`config.mk`:
```
export PLATFORM = sky130hd
export DESIGN_NAME = tgbc_div
export DESIGN_NICKNAME = d
export VERILOG_FILES = /design/src/rtl/tgbc_pkg.sv /design/src/rtl/tgbc_div.sv
export SDC_FILE = /design/constraint.sdc
export NUM_CORES = 1
export LEC_CHECK = 0
export BUFFER_PORTS_ARGS = -buffer_cell sky130_fd_sc_hd__buf_2
export CORE_MARGIN = 8
export CORE_UTILIZATION = 40
export CTS_CLUSTER_SIZE = 20
export DETAILED_ROUTE_END_ITERATION = 6
export PLACE_DENSITY = 0.66
export SLEW_MARGIN = 10
export SYNTH_ARGS = -nofsm -noshare
export SYNTH_HDL_FRONTEND = slang
export SYNTH_SLANG_ARGS = --single-unit
export TNS_END_PERCENT = 20
```
`constraint.sdc`:
```
create_clock -name clk -period 13 [get_ports clk]
set_input_delay 0.65 -clock clk [delete_from_list [all_inputs] [get_ports clk]]
set_output_delay 0.65 -clock clk [all_outputs]
set_load 0.1 [all_outputs]
```
`src/rtl/tgbc_pkg.sv`:
```
`default_nettype none

package tgbc_pkg;

	localparam int COORD_W    = 17;
	localparam int MAG_W      = 16;
	localparam int TS_W       = 9;
	localparam int DIV_LANES  = 4;
	localparam int DIV_STEPS  = 4;
	localparam int DIV_CYCLES = MAG_W / DIV_STEPS;
	localparam int DIV_CNT_W  = $clog2(DIV_CYCLES);

	localparam int LANE_X0 = 0;
	localparam int LANE_X1 = 1;
	localparam int LANE_Y0 = 2;
	localparam int LANE_Y1 = 3;

	localparam logic FUNC_WRITE = 1'b0;
	localparam logic FUNC_QUERY = 1'b1;

	localparam logic [1:0] CFG_GRID_COLS = 2'd0;
	localparam logic [1:0] CFG_GRID_ROWS = 2'd1;
	localparam logic [1:0] CFG_TILE_SIZE = 2'd2;

	typedef logic signed [COORD_W-1:0] coord_t;
	typedef logic [TS_W-1:0] tsize_t;

	typedef struct packed {
		logic   start;
		tsize_t divisor;
	} div_ctl_t;

endpackage

`default_nettype wire

```
`src/rtl/tgbc_div.sv`:
```
`default_nettype none

module tgbc_div (
	input  logic                                            clk,
	input  logic                                            arst_n,
	input  tgbc_pkg::div_ctl_t                              ctl,
	input  tgbc_pkg::coord_t [tgbc_pkg::DIV_LANES-1:0]      dividend,
	output tgbc_pkg::coord_t [tgbc_pkg::DIV_LANES-1:0]      quotient,
	output logic                                            done
);
	import tgbc_pkg::*;

	logic                              busy_q;
	logic                              done_q;
	logic [DIV_CNT_W-1:0]              cnt_q;
	tsize_t                            div_q;
	logic [DIV_LANES-1:0]              neg_q;
	logic [DIV_LANES-1:0][MAG_W-1:0]   work_q;
	logic [DIV_LANES-1:0][MAG_W-1:0]   work_nxt;
	logic [DIV_LANES-1:0][TS_W-1:0]    rem_q;
	logic [DIV_LANES-1:0][TS_W-1:0]    rem_nxt;
	logic [DIV_LANES-1:0][MAG_W-1:0]   mag;

	always_comb begin
		for (int l = 0; l < DIV_LANES; l++) begin
			mag[l] = dividend[l][COORD_W-1] ? MAG_W'(-dividend[l]) : MAG_W'(dividend[l]);
		end
	end

	always_comb begin
		logic [TS_W:0]    trial;
		logic [TS_W-1:0]  rem;
		logic [MAG_W-1:0] work;
		trial = '0;
		for (int l = 0; l < DIV_LANES; l++) begin
			rem  = rem_q[l];
			work = work_q[l];
			for (int k = 0; k < DIV_STEPS; k++) begin
				trial = {rem, work[MAG_W-1]};
				work  = {work[MAG_W-2:0], 1'b0};
				if (trial >= {1'b0, div_q}) begin
					trial   = trial - {1'b0, div_q};
					work[0] = 1'b1;
				end
				rem = trial[TS_W-1:0];
			end
			rem_nxt[l]  = rem;
			work_nxt[l] = work;
		end
	end

	always_ff @(posedge clk or negedge arst_n) begin
		if (!arst_n) begin
			busy_q <= 1'b0;
			done_q <= 1'b0;
			cnt_q  <= '0;
		end else if (ctl.start) begin
			busy_q <= 1'b1;
			done_q <= 1'b0;
			cnt_q  <= '0;
		end else if (busy_q) begin
			cnt_q <= cnt_q + 1'b1;
			if (cnt_q == DIV_CNT_W'(DIV_CYCLES - 1)) begin
				busy_q <= 1'b0;
				done_q <= 1'b1;
			end
		end
	end

	always_ff @(posedge clk) begin
		if (ctl.start) begin
			div_q <= ctl.divisor;
			for (int l = 0; l < DIV_LANES; l++) begin
				neg_q[l]  <= dividend[l][COORD_W-1];
				work_q[l] <= mag[l];
				rem_q[l]  <= '0;
			end
		end else if (busy_q) begin
			work_q <= work_nxt;
			rem_q  <= rem_nxt;
		end
	end

	always_comb begin
		for (int l = 0; l < DIV_LANES; l++) begin
			quotient[l] = neg_q[l] ? -coord_t'(work_q[l]) : coord_t'(work_q[l]);
		end
	end

	assign done = done_q;

endmodule

`default_nettype wire

```
* After elaboration in Yosys (flattened, before gate mapping)
Cells that the tools add are included.
** Storage, ports and cells
- Input port bits :: 80
- Word-level logic and storage cells :: 108
- Output and inout port bits :: 69
- Flip-flop bits (word level) :: 117
** Cells by class
- Equal/unequal tests :: 1
- Muxes and demuxes :: 50
- Add/sub/neg operators :: 25
- Magnitude comparators :: 16
- Reduce and logical (&&, ||, !) cells :: 3
** Operator list (number)
- $ge A10 B9 Y1 :: 16
- $mux W9 :: 16
- $sub A9 B9 Y9 :: 16
- $mux W64 :: 2
- $mux W17 :: 4
- $neg A16 Y17 :: 4
- $mux W16 :: 4
- $neg A16 Y16 :: 4
- $mux W1 :: 22
- $mux W2 :: 2
- $reduce_bool A2 Y1 :: 2
- $add A2 B1 Y2 const B :: 1
- $eq A2 B2 Y1 const B :: 1
- $reduce_and A2 Y1 :: 1

* Depth between registers and ports, before layout
Gate-level depths: netlist of the first run.
- Word-level depth :: 10
- Gate-level depth with buffers :: 43
- Mapped depth without buffers :: 39

* Least setup slack after synthesis of the first run
OpenSTA, ideal clock, no wires.
- Path type :: flip-flop to flip-flop
- From :: register div_q[1]
- To :: register rem_q[26] in the netlist's numbering
- Slack :: 3.732 ns
- Library setup time :: 0.095 ns
- Required time :: 12.905 ns
- Arrival :: 9.173 ns
- Clock period less this slack :: 9.268 ns
- Buffers on the path :: 3
- Cell stages (with the launch flop) :: 37
- Path through :: edfxtp_1 > inv_1 > fa_1 > a211oi_2 > o31ai_2 > o21a_1 > o22ai_2 > buf_4 > mux2_2 > ha_1 > nand2b_1 > a21oi_1 > a41oi_1 > o21ai_0 > nor2_1 > clkbuf_1 > mux2_2 > ha_1 > a21oi_1 > o21ai_1 > or4_1 > o221ai_1 > nor3b_2 > and2_0 > clkbuf_1 > a22o_1 > a21oi_1 > ha_1 > a21o_1 > a21o_1 > a211o_1 > a211oi_1 > o21ai_0 > a31o_1 > a211o_1 > or4b_1 > o311ai_1
** On the way
- Longest elaborated chain between the ends :: 8
- Elaborated cells between the ends (all ways) :: 12
- Classes of those cells :: 4 x add/sub; 4 x order compare; 4 x mux
** Ends and longest elaborated chain
- start: declaration :: line tgbc_div.sv:16 : tsize_t div_q;
- start signal: assignment :: line tgbc_div.sv:72 : div_q <= ctl.divisor;
- $sub A9 B9 Y9 / $ge A10 B9 Y1 (equally long branches) :: line tgbc_div.sv:42, tgbc_div.sv:41
- $mux W9 :: line tgbc_div.sv:41 : if (trial >= {1'b0, div_q}) begin
- $sub A9 B9 Y9 / $ge A10 B9 Y1 (equally long branches) :: line tgbc_div.sv:42, tgbc_div.sv:41
- $mux W9 :: line tgbc_div.sv:41
- $sub A9 B9 Y9 / $ge A10 B9 Y1 (equally long branches) :: line tgbc_div.sv:42, tgbc_div.sv:41
- $mux W9 :: line tgbc_div.sv:41
- $sub A9 B9 Y9 / $ge A10 B9 Y1 (equally long branches) :: line tgbc_div.sv:42, tgbc_div.sv:41
- $mux W9 * :: line tgbc_div.sv:41
- end signal: assignment :: line tgbc_div.sv:80 : rem_q <= rem_nxt;
- end: declaration :: line tgbc_div.sv:20 : logic [DIV_LANES-1:0][TS_W-1:0] rem_q;
Mark *: on every way between the ends. The rest lies on a longest branch, timed or not.
A chain may end at the register's enable or synchronous reset.

* Worst setup path after layout of the first run
- From :: register div_q[1]
- To :: register rem_q[33] in the netlist's numbering
The elaborated chain is that of the path after synthesis.

==> results of run 1 <==
[routing by layer]
layer | routed length, µm | track usage | up-vias
li1 | - | - | 6715
met1 | 19630 | 0.2493 | 6344
met2 | 19370 | 0.3213 | 358
met3 | 2024 | 0.02808 | 66
met4 | 1003 | 0.05571 | 0
met5 | 0 | 0 | -
[worst paths after layout]
check | startpoint | slack, ps | to
min | arst_n | 30 | busy_q$_DFF_PN0_
max in group asynchronous | arst_n | 12840 | busy_q$_DFF_PN0_
max reg2reg | div_q[1]$_DFFE_PP_ | 2490 | rem_q[33]$_SDFFE_PP0P_
max | div_q[1]$_DFFE_PP_ | 2490 | rem_q[33]$_SDFFE_PP0P_
min reg2reg | rem_q[35]$_SDFFE_PP0P_ | 500 | rem_q[35]$_SDFFE_PP0P_
min in group clk | ctl[0] | 400 | div_q[0]$_DFFE_PP_
[cells by family (layout without fill, tap and decap cells)]
| kind of cell | count (synthesis) | count (layout) | synth area share |
|---|---|---|---|
| simple gates | 511 | 511 | 0.1695 |
| compound gates | 507 | 507 | 0.2365 |
| xor+xnor | 205 | 205 | 0.1229 |
| fa+ha+maj | 169 | 169 | 0.1530 |
| buf+inv | 148 | 289 | 0.04093 |
| flops | 117 | 117 | 0.2144 |
| mux | 85 | 85 | 0.06277 |
[Yosys cell counts (16+ instances only)]
| cell | count |
|---|---|
| edfxtp_1 | 77 |
| or3_1 | 27 |
| a21oi_1 | 127 |
| clkbuf_1 | 34 |
| nand4_1 | 26 |
| nand3_1 | 27 |
| nand2b_1 | 20 |
| a21o_1 | 38 |
| ha_1 | 153 |
| xnor2_1 | 133 |
| dfxtp_1 | 36 |
| nor3_1 | 33 |
| o31ai_1 | 32 |
| nor2b_1 | 25 |
| a211oi_1 | 38 |
| inv_1 | 97 |
| o21ai_0 | 106 |
| fa_1 | 16 |
| nand2_1 | 123 |
| xor2_1 | 72 |
| nor2_1 | 169 |
| o21a_1 | 24 |
| mux2_2 | 42 |
| mux2i_1 | 41 |
[flip-flops by register name (all words and copies together) (netlist names)]
| register | flops |
|---|---|
| work_nxt | 48 |
| rem_q | 36 |
| work_q | 16 |
| div_q | 9 |
| neg_q | 4 |
| cnt_q | 2 |
| busy_q | 1 |
| done | 1 |
[critical path, delay by kind of cell, from the launching register on]
family | cells | cell delay [ps]
adders and majority gates | 4 | 1560
DFF | 1 | 660
AOI/OAI and AO/OA | 18 | 4740
muxes | 2 | 610
and+or+nand+nor | 7 | 2440
buffers and inverters | 2 | 360
[per-stage QoR]
stage,std cells,cell area (µm²)
floorplan,1742,14610
global placement,2319,15800
detailed placement,2319,15800
CTS,2351,16370
global route,2351,16370
finish,2351,16370
[cell type report]
cell class              count  share of cell area
repair buffers            160             0.05112
well taps                 468             0.03576
multi-input cells        1477              0.6646
clock buffers              17             0.02598
clock inverters            15            0.008864
flip-flops and latches    117              0.1914
inverters                  97             0.02224
==> results.toml, run 1 <==
[run_status]
status = "completed"

[die]
die_x_um = 207.1
rows = 70
ios = 149
die_area_um2 = 42900
start_util = 0.4029
fp.coreArea_um2 = 36260
fp.dieH_um = 207.1

[clock_tree]
clockBufferDepth = 2
htreeDepth = 4
cts_sinks = 117
cts_buffers = 17
clk_latency_ps = 430
post_cts_resized = 0
cts_tree = "yes"
cts-hold-fix-buffers = 0
path_clk_slew_ps = 70
post-cts-setup-buffer-count = 0
clockRootBuffer = "clkbuf_16"

[route]
drc = 0
via_per_inst = 5.735
wl_per_cell_um = 17.87
dr.pass1.iters = 5
dr_total_vias = 13480
drt_wl_total_mm = 42.02
drt_first_iter_violations = 730
postRouteAntennaNets = 0

[final_layout]
area_delta_synth_final_pct = 12.07
nFillCells = 3618
antennaDiodeCount = 0
ff_latch_area_um2 = 3134
drive_above_1_share = 0.1471
nets = 2119
multi_input_area_um2 = 10880
final_util = 0.4516
layout_commonest_cell = "nor2_1"
most-common-layout-cells = "nor2_1, ha_1, buf_2"

[worst_setup_path]
slowest_stage = "nor2_1"
required_ps = 13340
cp_data_arrival_time_ps = 10840
crit_path_max_fanout = 14
start_kind = "flip-flop"
critical_path_class = "flip-flop to flip-flop"
rr_worst_depth = 33
slowest_delay_ps = 710
cp-end-kind = "flip-flop"

[sta]
rsz0062_at_grt = "no"
finalSetupViolations = 0
slew_headroom = 0.3265
fin_skew_ps = 15.46
fin_setup_tns_ps = 0
layout_setup_ws_ps = 2493
post-route-period-util = 0.8082
tightest_slew_ps = 1009
fin_crit_ps = 10510
maxSlewViolCount = 0
fmax_ghz = 0.09518
holdWs_ps = 26.28
hold_viol = 0

[synthesis]
yosys.area.top_type = "edfxtp_1"
synthCells = 1742
avgSynthCellArea_um2 = 8.387
synth_edf_count = 77
synth_area_leaders = "edfxtp_1, ha_1, xnor2_1"
synthesis.nets = 1991
synth_cell_types = 94
ys_ff_latch = 117
seq_area_frac_synth = 0.2144
synth_top_area_frac = 0.1583
synth_flop_cell = "edfxtp_1"
yosysWarnings = 0
synth_area_um2 = 14610
async_flop_share = 0.03419

[placed_design]
post-place-ws_ps = 2606
io_buffer_count = 148
gp_congestion = 0.9263
dpl.hpwl_mm = 32.38

[global_routing]
grt_pass1_vias = 13360
antenna_found_initial = 0
gr-total-overflow = 0
grt_pass1_wl_mm = 68.54
grt_usage = 0.1905
grt_start_max_net_pins = 98

[hold_path]
worstHoldPathType = "input port to async pin"

[run]
maxCapViolCount = 0
Power of run 1 is not shown: default switching activity piles up to over one toggle a cycle in this logic, so the estimate is an artifact.
==> inputs of run 2 (changes only) <==
ABC_AREA = 1   (was unset)
PLACE_DENSITY = 0.68   (was 0.66)
clock period = 8.75 ns   (was 13 ns; I/O delays follow)
==> run 2 against run 1 <==
Wire length increased by 12%; synthesized area up 7.4%; register-to-register slack got worse by 1800 ps; sequential share of layout area shrank 1.3 points; final cell count rose by 29%; die area is 6.8% higher; worst setup slack lost 1800 ps; critical path depth rose by 12; via count rose by 16%; first-iteration DRC count up 49%; global-route usage is 0.83 points higher; non-clock buffer count grew 9.
==> results.toml, run 2 <==
[global_routing]
antenna_found_initial = 0
grt_start_max_net_pins = 90
gr-total-overflow = 0
grt_pass1_vias = 15020
grt_pass1_wl_mm = 76.36
grt_usage = 0.1988

[worst_setup_path]
startpoint = "div_q[1]$_DFFE_PP_"
cp_data_arrival_time_ps = 8220
rr_worst_depth = 45
rr_startpoint = "div_q[1]$_DFFE_PP_"
slowest_stage = "inv_1"
crit_path_max_fanout = 18
cp-end-kind = "flip-flop"
slowest_delay_ps = 490
r2r_end = "work_nxt[36]$_DFFE_PP_"
start_kind = "flip-flop"
crit_end = "work_nxt[36]$_DFFE_PP_"
path_common_cell = "nand2_1"
critical_path_class = "flip-flop to flip-flop"
reg2reg_slack_ps = 690
required_ps = 8910

[route]
dr_total_vias = 15670
drt_first_iter_violations = 1088
drc = 0
postRouteAntennaNets = 0
via_per_inst = 5.169
dr.pass1.iters = 5
wl_per_cell_um = 15.51
drt_wl_total_mm = 47.03

[synthesis]
async_flop_share = 0.03419
synth_cell_types = 50
synthCells = 2354
synth_area_um2 = 15690
synth_edf_count = 77
yosysWarnings = 0
synthesis.nets = 2603
avgSynthCellArea_um2 = 6.666
synth_area_leaders = "nand2_1, edfxtp_1, ha_1"
synth_flop_cell = "edfxtp_1"
ys_ff_latch = 117
seq_area_frac_synth = 0.1996
yosys-top-cells-count = "nand2_1, inv_1, ha_1"
yosysMostFrequentCell = "nand2_1"
synth_top_area_frac = 0.1627
yosys.area.top_type = "nand2_1"

[die]
die_area_um2 = 45830
ios = 149
die_x_um = 214.1
fp.coreArea_um2 = 38650
rows = 72
start_util = 0.4060
fp.dieH_um = 214.1

[final_layout]
nets = 2750
largest_reg_flops = 48
drive_above_1_share = 0.1249
area_delta_synth_final_pct = 12.05
most-common-layout-cells = "nand2_1, inv_1, ha_1"
antennaDiodeCount = 0
layout_commonest_cell = "nand2_1"

[run]
maxCapViolCount = 0

[clock_tree]
cts_tree = "yes"
path_clk_slew_ps = 60
clockBufferDepth = 2
clk_latency_ps = 430
cts_sinks = 117
post_cts_resized = 0
htreeDepth = 4
cts_buffers = 17
clockRootBuffer = "clkbuf_16"

[sta]
fmax_ghz = 0.1241
fin_setup_tns_ps = 0
fin_crit_ps = 8056
slew_headroom = 0.4415
post-route-period-util = 0.9207
maxSlewViolCount = 0
tightest_slew_ps = 837.7
fin_skew_ps = 10.18
rsz0062_at_grt = "no"
finalSetupViolations = 0
hold_viol = 0

[run_status]
status = "completed"

[placed_design]
io_buffer_count = 148
gp_congestion = 0.9388
dpl.hpwl_mm = 38.09

[hold_path]
worstHoldPathType = "input port to flip-flop"
-- run 2: metrics by stage --
stage                     cell area [µm²]  setup slack, ps  hold WS, ps  utilization  std cells
after global routing                17580            33.93        177.6       0.4550       3032
final                               17580            693.7        190.7       0.4550       3032
after CTS                           17580            713.0        176.0       0.4550       3032
after floorplan                     15690             1452        141.9            -       2354
after global placement              17040            772.6        245.9       0.4409       2999
after detailed placement            17040            722.1        251.8       0.4409       2999
-- run 2: per-layer routing --
| layer | track usage | up-vias | part of all wire |
|---|---|---|---|
| li1 | - | 7934 | - |
| met3 | 0.02609 | 76 | 0.052 |
| met2 | 0.3324 | 470 | 0.46 |
| met1 | 0.2632 | 7191 | 0.46 |
| met4 | 0.06170 | 0 | 0.026 |
| met5 | 0 | - | 0 |
-- run 2: worst max-delay path, delay by kind of cell (launching register included) --
kind                       cells  cell delay, ps
AOI/OAI and AO/OA             11            2150
adders and majority gates      4            1420
buffers and inverters          8            1310
DFF                            1             370
and+or+nand+nor               22            2530
-- run 2: what timing repair did --
action                                 4_1_cts  5_1_grt
setup endpoints to repair                    0        0
endpoints found under the hold margin        4        0
hold buffers                                 1        0
buffers inserted                             0        0
-- run 2: cell type report --
| cell class | instances | area (µm²) |
|---|---|---|
| fillers | 3944 | 21060 |
| well taps | 518 | 648.1 |
| clock inverters | 14 | 103.9 |
| inverters | 357 | 1344 |
| clock buffers | 18 | 429.2 |
| repair buffers | 169 | 900.9 |
| flip-flops and latches | 117 | 3133 |
| multi-input cells | 1839 | 11020 |
-- run 2: how the worst min path moves through the flow --
stage | from | to | slack [ps] | cells past startpoint
floorplan | arst_n | busy_q$_DFF_PN0_ | 140 | 0
global placement | arst_n | done$_DFFE_PN0P_ | 250 | 1
detailed placement | arst_n | done$_DFFE_PN0P_ | 250 | 1
CTS | ctl[3] | div_q[3]$_DFFE_PP_ | 180 | 1
global route | ctl[7] | div_q[7]$_DFFE_PP_ | 180 | 1
finish | ctl[3] | div_q[3]$_DFFE_PP_ | 190 | 1
-- run 2: logic make-up (layout without fill, tap and decap cells) --
kind of cell / Yosys count / count (layout) / synth area share
fa+ha+maj: 169 / 169 / 0.1424
buf+inv: 398 / 558 / 0.09815
compound gates: 341 / 341 / 0.1233
flops: 117 / 117 / 0.1996
simple gates: 1131 / 1131 / 0.3259
xor+xnor: 198 / 198 / 0.1105
Power of run 2 is left out for the same reason.
==> inputs of run 3 (changes only) <==
PLACE_DENSITY = 0.66   (was 0.68)
clock period = 10.1 ns   (was 8.75 ns; I/O delays follow)
==> run 3 against run 2 <==
Maximum frequency down 5.8%; die area unchanged; non-clock buffer count down 5; hold slack better by 57 ps; register-to-register slack better by 860 ps; wire length down 0.49%; cell area up 0.11%; via count down 0.38%; sequential cell count unchanged; utilization about the same.
==> results.toml, run 3 (synthesized netlist as in run 2, its figures left out) <==
[die]
die_x_um = 214.1
rows = 72
die_area_um2 = 45830
fp.dieH_um = 214.1
start_util = 0.4060
fp.coreArea_um2 = 38650
ios = 149

[global_routing]
gr-total-overflow = 0
grt_pass1_vias = 15040
grt_usage = 0.1989
antenna_found_initial = 0
grt_start_max_net_pins = 85
grt_pass1_wl_mm = 76.03

[worst_setup_path]
slowest_stage = "edfxtp_1"
crit_buf_inv = 7
cpLargestDelayFamily = "simple AND/OR/NAND/NOR gates"
crit_path_max_fanout = 17
slowest_delay_ps = 760
path_common_cell = "nand2_1"
start_kind = "flip-flop"
cp-end-kind = "flip-flop"
required_ps = 10420
cp_data_arrival_time_ps = 8870
critical_path_class = "flip-flop to flip-flop"

[final_layout]
fin_cells = 3027
area_delta_synth_final_pct = 12.17
nFillCells = 3947
nets = 2745
ff_latch_area_um2 = 3133
final_util = 0.4555
antennaDiodeCount = 0
most-common-layout-cells = "nand2_1, inv_1, ha_1"
multi_input_area_um2 = 11020
drive_above_1_share = 0.1228
largest_reg_flops = 48
layout_commonest_cell = "nand2_1"
fin_area_um2 = 17600

[sta]
tightest_slew_ps = 899.4
slew_headroom = 0.4004
post-route-period-util = 0.8465
hold_viol = 0
rsz0062_at_grt = "no"
fmax_ghz = 0.1170
finalSetupViolations = 0
maxSlewViolCount = 0
fin_crit_ps = 8550
fin_skew_ps = 5.534
fin_setup_tns_ps = 0

[route]
via_per_inst = 5.157
postRouteAntennaNets = 0
drc = 0
drt_wl_total_mm = 46.79
wl_per_cell_um = 15.46
dr.pass1.iters = 7
dr_total_vias = 15610
drt_first_iter_violations = 1104

[placed_design]
placed_area_um2 = 17000
dpl.hpwl_mm = 37.27
dp.cells = 2994
io_buffer_count = 148
gp_congestion = 0.9733

[hold_path]
worstHoldPathType = "input port to flip-flop"

[clock_tree]
clk_latency_ps = 430
cts-hold-fix-buffers = 1
post_cts_resized = 0
post-cts-setup-buffer-count = 0
cts_buffers = 17
cts_tree = "yes"
clockBufferDepth = 2
htreeDepth = 4
clockRootBuffer = "clkbuf_16"
path_clk_slew_ps = 60
cts_sinks = 117

[run_status]
status = "completed"

[run]
maxCapViolCount = 0
## run 3: per-stage QoR
stage                     worst slack (ps)  hold WS [ps]
final                                 1550         247.3
after global routing                 727.8         237.5
after global placement                1681         315.8
after floorplan                       2802         209.4
after detailed placement              1582         317.1
after CTS                             1509         232.9
## run 3: final cells by class
| cell class | count | share of cell area |
|---|---|---|
| clock inverters | 7 | 0.002204 |
| flip-flops and latches | 117 | 0.1780 |
| well taps | 518 | 0.03682 |
| inverters | 357 | 0.07634 |
| multi-input cells | 1839 | 0.6263 |
| repair buffers | 164 | 0.04905 |
| clock buffers | 25 | 0.03128 |
## run 3: final timing paths
path / startpoint / end / slack (ps) / cells after the start
hold / removal: ctl[6] / div_q[6]$_DFFE_PP_ / 250 / 1
setup / recovery: div_q[1]$_DFFE_PP_ / rem_q[28]$_SDFFE_PP0P_ / 1550 / 46
max in group asynchronous: arst_n / cnt_q[1]$_DFFE_PN0P_ / 9570 / 2
setup reg to reg: div_q[1]$_DFFE_PP_ / rem_q[28]$_SDFFE_PP0P_ / 1550 / 46
min in group asynchronous: arst_n / done$_DFFE_PN0P_ / 410 / 2
hold reg to reg: rem_q[8]$_SDFFE_PP0P_ / rem_q[8]$_SDFFE_PP0P_ / 480 / 2
## run 3: layer usage
layer | up-vias | GRT usage | part of all wire
li1 | 7922 | - | -
met1 | 7154 | 0.2636 | 0.45
met2 | 456 | 0.3279 | 0.46
met3 | 79 | 0.02285 | 0.055
met4 | 0 | 0.07701 | 0.033
met5 | - | 0 | 0
Power of run 3 is left out for the same reason.
